--- src/rtl/baro_temp_press_compensation_assert.svh ---
// assertion macros shared by the barometric compensation rtl
// expects signals named clk and rst_n in the including scope
`ifndef BARO_TEMP_PRESS_COMPENSATION_ASSERT_SVH
`define BARO_TEMP_PRESS_COMPENSATION_ASSERT_SVH

// condition must hold in the same cycle as the trigger
`define BTPC_ASSERT_SAME(lbl, ante, cons) \
  lbl: assert property (@(posedge clk) disable iff (!rst_n) (ante) |-> (cons)) \
    else $error("btpc: same-cycle check failed");

// condition must hold in the cycle after the trigger
`define BTPC_ASSERT_NEXT(lbl, ante, cons) \
  lbl: assert property (@(posedge clk) disable iff (!rst_n) (ante) |=> (cons)) \
    else $error("btpc: next-cycle check failed");

`endif

--- src/rtl/btpc_pkg.sv ---
// shared types, constants and helpers for the barometric compensation block
// no dependencies
package btpc_pkg;

  // queue geometry, same for both queues
  localparam int QDEPTH = 16;
  localparam int QAW    = $clog2(QDEPTH);
  localparam int QCW    = QAW + 1;

  // register indexes on the config port
  localparam logic [1:0] REG_LOW  = 2'd0;
  localparam logic [1:0] REG_MID  = 2'd1;
  localparam logic [1:0] REG_HIGH = 2'd2;

  // reciprocal of ten, exact floor for dividends below 2^47
  localparam int          RECIP10_SHIFT = 50;
  localparam logic [46:0] RECIP10       = 47'd112589990684263;

  typedef struct packed {
    logic        [15:0] t1;
    logic        [15:0] t2;
    logic signed [7:0]  t3;
    logic signed [15:0] p1;
    logic signed [15:0] p2;
    logic signed [7:0]  p3;
    logic signed [7:0]  p4;
    logic        [15:0] p5;
    logic        [15:0] p6;
    logic signed [7:0]  p7;
    logic signed [7:0]  p8;
    logic signed [15:0] p9;
    logic signed [7:0]  p10;
    logic signed [7:0]  p11;
  } coef_t;

  typedef struct packed {
    logic        [23:0] up;
    logic signed [27:0] tl;
    logic signed [20:0] temp;
    logic        [31:0] press;
    logic               clamped;
  } item_t;

  typedef struct packed {
    logic           avail;
    logic           empty;
    logic [QCW-1:0] cnt;
    logic [QCW-1:0] occ;
  } qstat_t;

  // calibration bytes 0..20, byte 0 in bits 7..0
  function automatic coef_t decode_coef(input logic [167:0] cal);
    coef_t c;
    c.t1  = cal[15:0];
    c.t2  = cal[31:16];
    c.t3  = cal[39:32];
    c.p1  = cal[55:40];
    c.p2  = cal[71:56];
    c.p3  = cal[79:72];
    c.p4  = cal[87:80];
    c.p5  = cal[103:88];
    c.p6  = cal[119:104];
    c.p7  = cal[127:120];
    c.p8  = cal[135:128];
    c.p9  = cal[151:136];
    c.p10 = cal[159:152];
    c.p11 = cal[167:160];
    return c;
  endfunction

  // signed divide by 2^k, truncating toward zero
  function automatic logic signed [63:0] sdiv_p2(input logic signed [63:0] x,
                                                  input int unsigned k);
    logic [63:0] bias;
    bias = x[63] ? ((64'd1 << k) - 64'd1) : 64'd0;
    return (x + $signed(bias)) >>> k;
  endfunction

endpackage

--- src/rtl/btpc_front.sv ---
// front pipeline: takes raw samples, computes linear and centi temperature
// depends on btpc_pkg
module btpc_front (
  input  logic              clk,
  input  logic              rst_n,
  input  logic              accept,
  input  logic [23:0]       raw_pressure,
  input  logic [23:0]       raw_temperature,
  input  btpc_pkg::coef_t   coef,
  output logic              push,
  output btpc_pkg::item_t   item
);

  localparam int NSTG = 6;

  logic [NSTG-1:0]     vld_r;
  logic [23:0]         up_r [NSTG];
  logic [23:0]         ut0_r;
  logic signed [25:0]  a1_r, a1_nxt;
  logic signed [42:0]  bt2_r, bt2_nxt, bt3_r;
  logic signed [51:0]  sq2_r, sq2_nxt;
  logic signed [59:0]  ct3_r, ct3_nxt;
  logic signed [27:0]  tl4_r, tl5_r;
  logic signed [20:0]  temp5_r;
  logic signed [63:0]  sum4, tl_full, t25, temp_full;

  // temperature arithmetic per stage
  always_comb begin
    a1_nxt    = $signed({2'b00, ut0_r}) - $signed({2'b00, coef.t1, 8'h00});
    bt2_nxt   = $signed({1'b0, coef.t2}) * a1_r;
    sq2_nxt   = a1_r * a1_r;
    ct3_nxt   = sq2_r * coef.t3;
    sum4      = (64'(bt3_r) <<< 18) + 64'(ct3_r);
    tl_full   = btpc_pkg::sdiv_p2(sum4, 32);
    t25       = 64'(tl4_r) * 64'sd25;
    temp_full = btpc_pkg::sdiv_p2(t25, 14);
  end

  // valid bits
  always_ff @(posedge clk) begin
    if (!rst_n) begin
      vld_r <= '0;
    end else begin
      vld_r <= {vld_r[NSTG-2:0], accept};
    end
  end

  // payload stages
  always_ff @(posedge clk) begin
    up_r[0] <= raw_pressure;
    for (int i = 1; i < NSTG; i++) up_r[i] <= up_r[i-1];
    ut0_r   <= raw_temperature;
    a1_r    <= a1_nxt;
    bt2_r   <= bt2_nxt;
    sq2_r   <= sq2_nxt;
    bt3_r   <= bt2_r;
    ct3_r   <= ct3_nxt;
    tl4_r   <= tl_full[27:0];
    tl5_r   <= tl4_r;
    temp5_r <= temp_full[20:0];
  end

  assign push         = vld_r[NSTG-1];
  assign item.up      = up_r[NSTG-1];
  assign item.tl      = tl5_r;
  assign item.temp    = temp5_r;
  assign item.press   = '0;
  assign item.clamped = 1'b0;

endmodule

--- config.mk ---
export PLATFORM = sky130hd
export DESIGN_NAME = btpc_front
export DESIGN_NICKNAME = d
export VERILOG_FILES = /design/src/rtl/baro_temp_press_compensation_assert.svh /design/src/rtl/btpc_pkg.sv /design/src/rtl/btpc_front.sv
export SDC_FILE = /design/constraint.sdc
export NUM_CORES = 2
export LEC_CHECK = 0
export BUFFER_PORTS_ARGS = -buffer_cell sky130_fd_sc_hd__clkbuf_2
export CAP_MARGIN = 25
export CELL_PAD_IN_SITES_DETAIL_PLACEMENT = 1
export CELL_PAD_IN_SITES_GLOBAL_PLACEMENT = 2
export CORE_MARGIN = 1
export CORE_UTILIZATION = 45
export CTS_CLUSTER_SIZE = 8
export DETAILED_ROUTE_END_ITERATION = 6
export PLACE_DENSITY_LB_ADDON = 0.12
export SYNTH_ARGS = -nofsm -noshare
export SYNTH_HDL_FRONTEND = slang
export SYNTH_SLANG_ARGS = --single-unit
--- constraint.sdc ---
create_clock -name clk -period 26.8 [get_ports clk]
set_input_delay 6.7 -clock clk [delete_from_list [all_inputs] [get_ports clk]]
set_output_delay 6.7 -clock clk [all_outputs]
set_load 0.005 [all_outputs]
==> results.py <==
metrics = {
    "clock_network": {
        "htreeDepth": 3,
        "cts.repair.resized": 0,
        "cts_hold_buf": 0,
        "cts_setup_buffers": 0,
        "clockBufferDepth": 3,
        "cts.clk_slew.worst_paths_ns": 0.05,
        "root_buffer": "clkbuf_16",
        "clock_latency_ns": 0.70,
        "cts_buffers": 73,
        "cts_tree": "done",
        "cts.sinks": 467,
    },
    "critical_path": {
        "crit_path_end_kind": "register",
        "crit_type": "in -> reg",
        "critical_path_required_ns": 27.37,
        "worst_setup_path_start_kind": "primary input",
        "critPathMaxFanout": 25,
        "arrival_ns": 14.10,
    },
    "layout": {
        "drive_above_1_share": 0.0500,
        "syn_to_final_growth_pct": 7.27,
        "finalNetCount": 9164,
        "fill_cells": 16700,
    },
    "min_path": {
        "hold_class": "reg -> reg",
    },
    "route": {
        "vias": 45500,
        "wl_met1_um": 75300,
        "post-route-drc-count": 0,
        "first_iter_violations": 1468,
        "drt-total-wl_um": 172000,
        "route.met2.wl_um": 88000,
        "highest_layer": "met4",
        "dr_wl_met3_um": 3700,
        "firstDrtPassIters": 5,
        "ant_nets": 0,
        "wl_per_cell_um": 19.1,
        "via_per_inst": 5.06,
    },
    "logic_synthesis": {
        "ys_seq_area_frac": 0.141,
        "synth.largest_area_cell": "fa_1",
        "syn_inst": 6990,
        "synth_top_area_frac": 0.402,
        "ys_types": 81,
        "async_reset_ff_frac": 0,
        "synth_edf_count": 0,
        "synthesis.area_um2": 66100,
        "synth_seq_cells": 467,
        "synthTopCellsByArea": "fa_1 40%, dfxtp_1 14%, ha_1 11%",
        "synth_ff_type": "dfxtp_1",
        "syn_avg_cell_area_um2": 9.46,
        "ys_warn_count": 0,
    },
    "flow_run": {
        "maxCapViolCount": 0,
    },
    "timing": {
        "worst_pin_slew_ns": 1.24,
        "relSlewSlack": 0.157,
        "drv_slew": 0,
        "finalSetupTns_ns": 0,
        "fin_crit_sh": 0.505,
        "fmax_ghz": 0.0739,
        "timing.final.ws_setup_ns": 13.27,
        "worst_clock_skew_ns": 0.0587,
        "rsz0062_at_grt": "no",
        "finalHoldViolCount": 0,
        "period_needed_ns": 13.53,
        "setup_viol": 0,
    },
    "global_routing": {
        "grt_pass1_vias": 52200,
        "globalRouteTotalUtil": 0.244,
        "grt_first_pass_wirelength_um": 282000,
        "grt_max_degree": 50,
        "grt_remaining_overflow": 0,
        "antenna_found_initial": 3,
    },
    "floorplanning": {
        "die_area_um2": 148000,
        "die_w_um": 385,
        "rows": 140,
        "core_area_um2": 146000,
        "io_pins": 326,
        "start_util": 0.454,
        "die_h_um": 385,
    },
    "placed_design": {
        "post-place-ws_ns": 12.71,
        "io_buffers": 164,
        "hpwl_um": 140000,
        "place.gp.congestion": 0.836,
    },
    "run_status": {
        "status": "completed",
    },
}
## registers in the layout, indices dropped and copies added (netlist names)
signal / count
bt2_r: 42
tl5_r: 28
bt3_r: 42
a1_r: 25
temp5_r: 21
ct3_r: 58
up_r: 144
ut0_r: 24
sq2_r: 49
vld_r: 6
tl4_r: 28
## cell usage in the layout (no fill, tap or decap), types with 73 or more instances in the layout
cell type | netlist | routed
a21o_1 | 132 | 132
a21oi_1 | 207 | 207
and2_1 | 545 | 545
clkbuf_16 | 0 | 73
clkbuf_2 | 0 | 164
dfxtp_1 | 467 | 456
fa_1 | 1328 | 1328
ha_1 | 557 | 557
inv_1 | 1691 | 1691
nand2_1 | 632 | 632
nand2b_1 | 85 | 85
nor2_1 | 177 | 176
o21ai_0 | 126 | 126
xnor2_1 | 180 | 180
xor2_1 | 89 | 89
## cells in the mapped netlist, drive strengths merged, types with 26 or more instances
library cell	instances
nand2b	85
nand3	54
nand2	632
dfxtp	467
nor3	46
nand4	33
fa	1328
xnor2	182
a21oi	209
o21bai	26
xor2	89
and2	545
nor2	177
clkbuf	203
nor2b	56
inv	1691
ha	557
o21a	37
buf	36
o21ai	132
a21o	132
## logic make-up after synthesis
kind of cell	synth area share
flops	0.141
fa+ha+maj	0.507
buf+inv	0.112
xor+xnor	0.0361
other cells	0.000114
compound gates	0.0700
simple gates	0.132
mux	0.00110
## metal layers
| layer | vias up | track usage |
|---|---|---|
| met3 | 188 | 0.0225 |
| li1 | 21000 | - |
| met4 | 0 | 0.0680 |
| met2 | 490 | 0.442 |
| met5 | - | 0 |
| met1 | 23800 | 0.308 |
## path summary, 6_finish.rpt
kind / from / slack (ns) / to / cells after the start
setup / recovery: coef[143] / 13.27 / bt2_r[40]$_DFF_P_ / 24
setup reg to reg: a1_r[4]$_DFF_P_ / 17.64 / sq2_r[47]$_DFF_P_ / 27
hold / removal: up_r[3][4]$_DFF_P_ / 0.32 / up_r[4][4]$_DFF_P_ / 0
hold reg to reg: up_r[3][4]$_DFF_P_ / 0.32 / up_r[4][4]$_DFF_P_ / 0
## stage by stage
stage	instances	instance area [um^2]	utilization	hold slack, ns
finish	9001	70900	0.487	0.317
global route	8999	70900	0.487	0.315
CTS	8999	70900	0.487	0.318
detailed placement	8902	68700	0.472	0.313
global placement	8901	68700	0.472	0.310
floorplan	7023	66200	-	0.310
## worst max-delay path, stage by stage
cell and delay [ns]:
clkbuf_2 0.60, nand2_1 0.19, fa_1 0.57, inv_1 0.05, fa_1 0.53, inv_1 0.05, fa_1 0.51, fa_1 0.45
fa_1 0.56, inv_1 0.06, fa_1 0.50, ha_1 0.39, a21oi_1 0.22, nor2b_1 0.06, o21ai_0 0.23, nand2b_1 0.09
a21o_1 0.24, or3_1 0.33, nor3_1 0.44, nor3b_1 0.21, a2111oi_0 0.62, o31ai_1 0.15, a21oi_1 0.19, xnor2_1 0.13
## area by class of cell
type | instances | area [um^2] | share of cell area
inverter | 1691 | 6350 | 0.0895
antenna | 2 | 5.00 | 0.0000706
timing repair buffer | 201 | 1100 | 0.0155
clock inverter | 15 | 260 | 0.00367
tap | 1917 | 2400 | 0.0338
multi-input combinational | 4626 | 49500 | 0.698
sequential | 467 | 9360 | 0.132
clock buffer | 82 | 1930 | 0.0272
Power is left out: the tool's default activity adds up to more than one toggle a clock period on the data nets, which glitch-free logic cannot reach.
