==> src/rtl/baro_temp_press_compensation_assert.svh <==
// assertion macros shared by the barometric compensation rtl
// expects signals named clk and rst_n in the including scope
`ifndef BARO_TEMP_PRESS_COMPENSATION_ASSERT_SVH
`define BARO_TEMP_PRESS_COMPENSATION_ASSERT_SVH

// condition must hold in the same cycle as the trigger
`define BTPC_ASSERT_SAME(lbl, ante, cons) \
  lbl: assert property (@(posedge clk) disable iff (!rst_n) (ante) |-> (cons)) \
    else $error("btpc: same-cycle check failed");

// condition must hold in the cycle after the trigger
`define BTPC_ASSERT_NEXT(lbl, ante, cons) \
  lbl: assert property (@(posedge clk) disable iff (!rst_n) (ante) |=> (cons)) \
    else $error("btpc: next-cycle check failed");

`endif

==> src/rtl/btpc_pkg.sv <==
// shared types, constants and helpers for the barometric compensation block
// no dependencies
package btpc_pkg;

  // queue geometry, same for both queues
  localparam int QDEPTH = 16;
  localparam int QAW    = $clog2(QDEPTH);
  localparam int QCW    = QAW + 1;

  // register indexes on the config port
  localparam logic [1:0] REG_LOW  = 2'd0;
  localparam logic [1:0] REG_MID  = 2'd1;
  localparam logic [1:0] REG_HIGH = 2'd2;

  // reciprocal of ten, exact floor for dividends below 2^47
  localparam int          RECIP10_SHIFT = 50;
  localparam logic [46:0] RECIP10       = 47'd112589990684263;

  typedef struct packed {
    logic        [15:0] t1;
    logic        [15:0] t2;
    logic signed [7:0]  t3;
    logic signed [15:0] p1;
    logic signed [15:0] p2;
    logic signed [7:0]  p3;
    logic signed [7:0]  p4;
    logic        [15:0] p5;
    logic        [15:0] p6;
    logic signed [7:0]  p7;
    logic signed [7:0]  p8;
    logic signed [15:0] p9;
    logic signed [7:0]  p10;
    logic signed [7:0]  p11;
  } coef_t;

  typedef struct packed {
    logic        [23:0] up;
    logic signed [27:0] tl;
    logic signed [20:0] temp;
    logic        [31:0] press;
    logic               clamped;
  } item_t;

  typedef struct packed {
    logic           avail;
    logic           empty;
    logic [QCW-1:0] cnt;
    logic [QCW-1:0] occ;
  } qstat_t;

  // calibration bytes 0..20, byte 0 in bits 7..0
  function automatic coef_t decode_coef(input logic [167:0] cal);
    coef_t c;
    c.t1  = cal[15:0];
    c.t2  = cal[31:16];
    c.t3  = cal[39:32];
    c.p1  = cal[55:40];
    c.p2  = cal[71:56];
    c.p3  = cal[79:72];
    c.p4  = cal[87:80];
    c.p5  = cal[103:88];
    c.p6  = cal[119:104];
    c.p7  = cal[127:120];
    c.p8  = cal[135:128];
    c.p9  = cal[151:136];
    c.p10 = cal[159:152];
    c.p11 = cal[167:160];
    return c;
  endfunction

  // signed divide by 2^k, truncating toward zero
  function automatic logic signed [63:0] sdiv_p2(input logic signed [63:0] x,
                                                  input int unsigned k);
    logic [63:0] bias;
    bias = x[63] ? ((64'd1 << k) - 64'd1) : 64'd0;
    return (x + $signed(bias)) >>> k;
  endfunction

endpackage

==> src/rtl/btpc_queue.sv <==
// credit-managed result queue between pipeline parts
// depends on btpc_pkg
module btpc_queue (
  input  logic             clk,
  input  logic             rst_n,
  input  logic             rsv,
  input  logic             push,
  input  btpc_pkg::item_t  push_item,
  input  logic             pop,
  output btpc_pkg::item_t  head,
  output btpc_pkg::qstat_t stat
);

  btpc_pkg::item_t              mem_r [btpc_pkg::QDEPTH];
  logic [btpc_pkg::QAW-1:0]     wr_ptr_r, rd_ptr_r;
  logic [btpc_pkg::QCW-1:0]     cnt_r, cnt_nxt, occ_r, occ_nxt;

  // credits cover items in flight plus items stored
  always_comb begin
    cnt_nxt = cnt_r + btpc_pkg::QCW'(rsv) - btpc_pkg::QCW'(pop);
    occ_nxt = occ_r + btpc_pkg::QCW'(push) - btpc_pkg::QCW'(pop);
  end

  always_ff @(posedge clk) begin
    if (!rst_n) begin
      wr_ptr_r <= '0;
      rd_ptr_r <= '0;
      cnt_r    <= '0;
      occ_r    <= '0;
    end else begin
      cnt_r <= cnt_nxt;
      occ_r <= occ_nxt;
      if (push) wr_ptr_r <= wr_ptr_r + 1'b1;
      if (pop)  rd_ptr_r <= rd_ptr_r + 1'b1;
    end
  end

  // storage
  always_ff @(posedge clk) begin
    if (push) mem_r[wr_ptr_r] <= push_item;
  end

  assign head       = mem_r[rd_ptr_r];
  assign stat.avail = (cnt_r < btpc_pkg::QCW'(btpc_pkg::QDEPTH));
  assign stat.empty = (occ_r == '0);
  assign stat.cnt   = cnt_r;
  assign stat.occ   = occ_r;

endmodule

==> config.mk <==
export PLATFORM = sky130hd
export DESIGN_NAME = btpc_queue
export DESIGN_NICKNAME = d
export VERILOG_FILES = /design/src/rtl/baro_temp_press_compensation_assert.svh /design/src/rtl/btpc_pkg.sv /design/src/rtl/btpc_queue.sv
export SDC_FILE = /design/constraint.sdc
export NUM_CORES = 1
export LEC_CHECK = 0
export BUFFER_PORTS_ARGS = -buffer_cell sky130_fd_sc_hd__buf_4
export CAP_MARGIN = 20
export CORE_MARGIN = 10
export CORE_UTILIZATION = 61
export CTS_CLUSTER_SIZE = 30
export DETAILED_ROUTE_END_ITERATION = 16
export PLACE_DENSITY = 0.79
export RECOVER_POWER = 50
export SETUP_SLACK_MARGIN = 0.2
export SLEW_MARGIN = 20
export SYNTH_ARGS = -nofsm -noshare
export SYNTH_HDL_FRONTEND = slang
export SYNTH_SLANG_ARGS = --single-unit
==> constraint.sdc <==
create_clock -name clk -period 6 [get_ports clk]
set_input_delay 1.2 -clock clk [delete_from_list [all_inputs] [get_ports clk]]
set_output_delay 1.2 -clock clk [all_outputs]
set_load 0.05 [all_outputs]
==> results of run 1 <==
metrics by stage:
stage / power (mW) / cells / instance area, um2 / utilization, %
detailed placement: 16.19 / 4249 / 67990 / 64.68
global route: 26.52 / 4548 / 72680 / 69.15
global placement: 16.10 / 4249 / 67990 / 64.68
finish: 25.77 / 4553 / 72700 / 69.16
floorplan: 15.40 / 2715 / 64510 / -
CTS: 25.93 / 4541 / 73090 / 69.53
area by class of cell:
cell class / count / area share (%)
clock buffer: 218 / 6.012
tap: 1391 / 2.394
timing repair buffer: 286 / 2.873
antenna: 12 / 0.04131
clock inverter: 74 / 1.000
multi-input combinational: 835 / 16.91
sequential: 1718 / 70.67
inverter: 19 / 0.09810
flip-flops by register name, indices dropped and copies added, names as in the netlist, named ones only:
register / cells
cnt_r: 5
occ_r: 5
rd_ptr_r: 4
mem_r: 1696
wr_ptr_r: 4
critical path: cells and delay by family (launching register included):
kind	cells	cell delay, ps
mux	1	590
flops	1	780
simple gates	1	180
compound gates	1	250
buf+inv	2	920
worst min-delay path by stage:
stage | from | to | slack [ps]
after floorplan | rd_ptr_r[3] | flop | 480
after global placement | rd_ptr_r[3] | rd_ptr_r[3] | 510
after detailed placement | rd_ptr_r[1] | flop | 540
after CTS | rd_ptr_r[1] | flop | 550
after global routing | rd_ptr_r[3] | rd_ptr_r[3] | 580
final | rd_ptr_r[1] | flop | 550
logic make-up (layout without fill, tap and decap cells):
group	Yosys count	count (layout)	share of synthesized area (%)
other cells	0	12	0
fa+ha+maj	18	18	0.3724
flops	1718	1718	79.63
mux	426	426	14.83
simple gates	160	160	1.075
xor+xnor	11	11	0.1493
compound gates	220	220	2.541
buf+inv	162	597	1.395
metal layers:
metal | track usage (%) | vias up | part of all wire [%]
met5 | 0 | - | 0.11
met4 | 7.353 | 28 | 2.4
met3 | 5.917 | 272 | 10
met2 | 41.46 | 1789 | 51
met1 | 34.34 | 16130 | 36
li1 | - | 12270 | -
cell usage in the layout, fill, tap and decap left out, types with 2 or more instances in the layout:
cell type / count
a21o_1: 2
a21oi_1: 3
a22oi_1: 212
and2_0: 4
and2_1: 2
and2_4: 13
buf_12: 28
buf_4: 149
bufinv_16: 9
clkbuf_1: 160
clkbuf_16: 167
clkinv_1: 31
clkinv_16: 2
clkinv_2: 16
clkinv_4: 2
clkinv_8: 2
clkinvlp_4: 4
dfxtp_1: 20
dfxtp_4: 2
diode_2: 12
edfxtp_1: 1696
fa_1: 2
ha_1: 16
inv_1: 18
inv_16: 4
inv_6: 5
mux2i_1: 2
mux4_2: 424
nand2_1: 109
nand4_1: 2
nor2_1: 15
nor2b_1: 2
nor2b_4: 2
nor3_1: 3
nor3b_1: 3
o21ai_0: 2
xnor2_1: 5
xor2_1: 6
report_power, final:
group          internal, mW  switching, mW  total [mW]  leakage [nW]
registers              13.4         0.0914        13.5          15.5
clock network          5.54           4.32        9.86          2.46
logic                 0.926           1.52        2.45          4.54
total                  19.8           5.93        25.8          22.5
==> impl_metrics.toml, run 1 <==
[setup_path]
crit_top_cell = "buf_4"
worstPathArrival_ps = 3530
critPathKind = "flop to primary output"
cp_max_fo = 36
r2r-end = "mem_r[14][77]"
reg2reg_depth = 3
r2r_slack_ps = 2490
crit_path_end = "head[26]"
cp.required_ps = 4800
crit_slowest_cell = "dfxtp_4"
crit_chain = "buf_4 -> mux4_2 -> a22oi_1 -> nand2_1 -> buf_4"
endpoint_kind = "primary output"
cp-start-kind = "flop"
critPathMaxStageDelay_ps = 780
r2r-start = "wr_ptr_r[2]"

[worst_hold_path]
hold_depth = 2
hp-class = "flop to flop"

[power_and_ir_drop]
p_leak_nw = 22.51
vdd_ir_drop_max_v = 0.0002764
powerDensity_nw_per_um2 = 354.4

[yosys]
async_reset_ff_share_pct = 0
synth_area_um2 = 64510
synth_nets = 2844
syn-instance-count = 2715
yosys_warnings = 0
synth_edf_count = 1696
yosysMostFrequentCell = "edfxtp_1"
yosys-top-cells-count = "edfxtp_1 (1696), mux4_2 (424), a22oi_1 (212), nand2_1 (109), clkbuf_1 (57)"
synth_area_leaders = "edfxtp_1 (79%), mux4_2 (15%), a22oi_1 (2.5%), dfxtp_1 (0.68%), nand2_1 (0.63%)"
synth_ff_type = "edfxtp_1"
avgSynthCellArea_um2 = 23.76
yosysTopAreaCell = "edfxtp_1"
yosysUniqueCellTypes = 31
synth_top_area_share_pct = 78.95
ys_seq_area_share_pct = 79.63
synth_seq_cells = 1718

[floorplan]
die_h_um = 345.2
die-area_um2 = 119200
rows = 119
core_um2 = 105100
initial_core_util_pct = 61.37
die_w_um = 345.2
io_pins = 229

[cells_and_area]
seq_area_um2 = 51380
multi_input_area_um2 = 12290
fillers = 6157
nets = 3154
area_delta_synth_final_pct = 12.70
drive_gt1_share_pct = 26.35

[clock_network]
cts_inserted_buffers = 165
ctsResizeCount = 0
cts_setup_buffers = 0
cts_tree = "built"
cts.path.max_buffers = 3
insertion_delay_ps = 770
cts_sinks = 1718
root_buffer = "clkbuf_16"
postCtsHoldBufs = 0
clk_transition_reported_paths_ps = 60
htree_levels = 4

[placement]
dpl.hpwl_mm = 73.71
place_congestion = 0.7237
portBuffers = 228
dp_worst_setup_slack_ps = 1958

[status]
violations = "capacitance limit, slew limit"
run_status = "finished with violations"

[timing]
tightest_slew_ps = 2087
hold_violations = 0
slew_headroom_pct = -39.19
fin_worst_skew_ps = 25.71
setup_viol = 0
rsz0062_at_grt = "no"
clock.fmax_mhz = 211.6
setup_ws_ps = 1274
min_period_ps = 4726
worst_hold_slack_ps = 546.8
tns_ps = 0
finalCritPeriodShare_pct = 78.76
drv_slew = 57

[drt]
drt_first_pass_iters = 5
drcViolationCount = 0
vias = 30490
drt.antenna.violating_nets = 0
wl_per_cell_um = 33.28
drt_wl_total_mm = 151.5
viasPerCell = 6.696
dr.first_iter.drc_count = 4214

[run]
drv_cap = 3

[global_route]
grt_overflow_total = 0
track_usage_pct = 25.36
grt_pass1_vias = 32300
grt_pass1_wl_mm = 222.3
antenna_found_initial = 24
grt_max_degree = 107
No activity file was read; power rests on OpenSTA's default activity.
==> inputs of run 2 (changes only) <==
- CORE_UTILIZATION: 61 -> 55
- PLACE_DENSITY: 0.79 -> 0.75
- clock period: 6 -> 4.3 ns (I/O delays scaled with it)
==> run 2 against run 1 <==
Against the previous run:
- the flow still finishes with violations (capacitance limit, slew limit)
- combinational power is 42% higher
- critical path depth is 1 higher
- clock-buffer cell count is 16 lower
- total power is 41% higher
- final cell count is 4.1% higher
- routed wire length is 1.5% lower
- design area is 1.4% higher
- flip-flop and latch count stayed put
- sequential power is 39% higher
- critical path type unchanged
- largest power group unchanged
==> impl_metrics.toml, run 2 (same netlist as run 1, synthesis figures left out) <==
[cells_and_area]
drive_gt1_share_pct = 27.95
reg.largest.list = "mem_r: 1696 flops, cnt_r: 5 flops, occ_r: 5 flops"
utilization_pct = 63.38
largest_reg_flops = 1696
final_cell_mix = "edfxtp_1 (1696), mux4_2 (424), a22oi_1 (212)"
area_delta_synth_final_pct = 14.33
top_register = "mem_r"
fillers = 7554
multi_input_area_um2 = 12300
nets = 3195
final_common_cell = "edfxtp_1"
seq_area_um2 = 51380

[status]
run_status = "finished with violations"
violations = "capacitance limit, slew limit"

[floorplan]
core_um2 = 116400
io_pins = 229
die_h_um = 362.5
die-area_um2 = 131400
initial_core_util_pct = 55.44
rows = 125
die_w_um = 362.5

[drt]
wl_per_cell_um = 31.49
drcViolationCount = 0
drt_wl_total_mm = 149.3
drt_first_pass_iters = 5
viasPerCell = 6.420
drt.antenna.violating_nets = 0
vias = 30440
dr.first_iter.drc_count = 3779

[power_and_ir_drop]
powerDensity_nw_per_um2 = 493.6
pwr-share-comb_pct = 9.6
power_frac_seq_pct = 51.5
switching_share_pct = 22.97
clockPowerShare_pct = 38.9
power_switching_mw = 8.362
totalPowerFinal_mw = 36.40
vdd_ir_drop_max_v = 0.0004810
p_leak_nw = 22.95
p_int_mw = 28.04

[timing]
tns_ps = 0
slew_headroom_pct = -37.87
rsz0062_at_grt = "no"
clock.fmax_mhz = 253.4
min_period_ps = 3946
tightest_slew_ps = 2068
hold_violations = 0
fin_worst_skew_ps = 16.38
setup_viol = 0
finalCritPeriodShare_pct = 91.77
drv_slew = 97

[clock_network]
cts_sinks = 1718
insertion_delay_ps = 770
htree_levels = 4
cts_tree = "built"
root_buffer = "clkbuf_16"
cts.path.max_buffers = 3
cts_inserted_buffers = 167
clk_transition_reported_paths_ps = 60

[global_route]
grt_overflow_total = 0
track_usage_pct = 22.80
antenna_found_initial = 25
grt_max_degree = 99
grt_pass1_vias = 32220
grt_pass1_wl_mm = 218.6

[setup_path]
critPathKind = "flop to primary output"
endpoint_kind = "primary output"
cp-start-kind = "flop"
crit_slowest_cell = "dfxtp_4"
critPathMaxStageDelay_ps = 550
worstPathArrival_ps = 3090
cp.required_ps = 3440
r2r_slack_ps = 1340
crit_chain = "buf_12 -> buf_4 -> mux4_2 -> a22oi_1 -> nand2_1 -> buf_4"
crit_top_cell = "buf_4"
cp_max_fo = 35

[run]
drv_cap = 2

[placement]
portBuffers = 228
place_congestion = 0.7263
dpl.hpwl_mm = 77.02

[worst_hold_path]
hp-class = "primary input to flop"
run 2: power groups by stage:
stage,Clock [mW],Combinational [mW],Sequential [mW]
2_1_floorplan,0,2.29,19.2
3_3_place_gp,0,3.44,19.1
3_5_place_dp,0,3.53,19.1
4_1_cts,14.4,3.56,18.8
5_1_grt,15.1,3.72,18.8
6_report,14.2,3.48,18.8
run 2: worst paths after layout:
kind | to | start | depth (start not counted)
worst min-delay path | occ_r[0] | rst_n | 2
worst min register to register | flop | rd_ptr_r[3] | 2
worst max-delay path | head[29] | flop | 6
worst max register to register | mem_r[14][88] | wr_ptr_r[0] | 4
run 2: stage by stage:
stage | hold WS (ps) | area (um2) | setup WS (ps) | std cells
after detailed placement | 537.0 | 68720 | 1031 | 4412
final | 364.2 | 73750 | 353.9 | 4741
after global routing | 368.5 | 73740 | 216.6 | 4736
after CTS | 273.5 | 74080 | 197.1 | 4724
after global placement | 505.6 | 68720 | 1064 | 4412
after floorplan | 484.7 | 64520 | 49.59 | 2715
run 2: final cells by class:
cell class	count	area share, %
diodes	8	0.02715
inverters	19	0.09671
well taps	1524	2.586
repair buffers	325	3.688
clock buffers	202	5.945
flip-flops and latches	1718	69.67
multi-input cells	835	16.67
clock inverters	110	1.320
run 2: metal layers:
metal | track usage [%] | share of wire [%]
met1 | 31.43 | 38
met2 | 36.94 | 50
met3 | 5.097 | 9.5
met4 | 6.318 | 2.2
met5 | 0 | 0.18
run 2: critical path, delay by kind of cell, from the launching register on:
family          cells  cell delay [ps]
buf+inv             3              890
flops               1              550
mux                 1              340
compound gates      1              330
simple gates        1              160
run 2: timing repair:
item	4_1_cts	5_1_grt
gates resized for setup	1	1
hold buffers	0	0
setup endpoints to repair	1	18
pin swaps	0	0
setup buffers	0	9
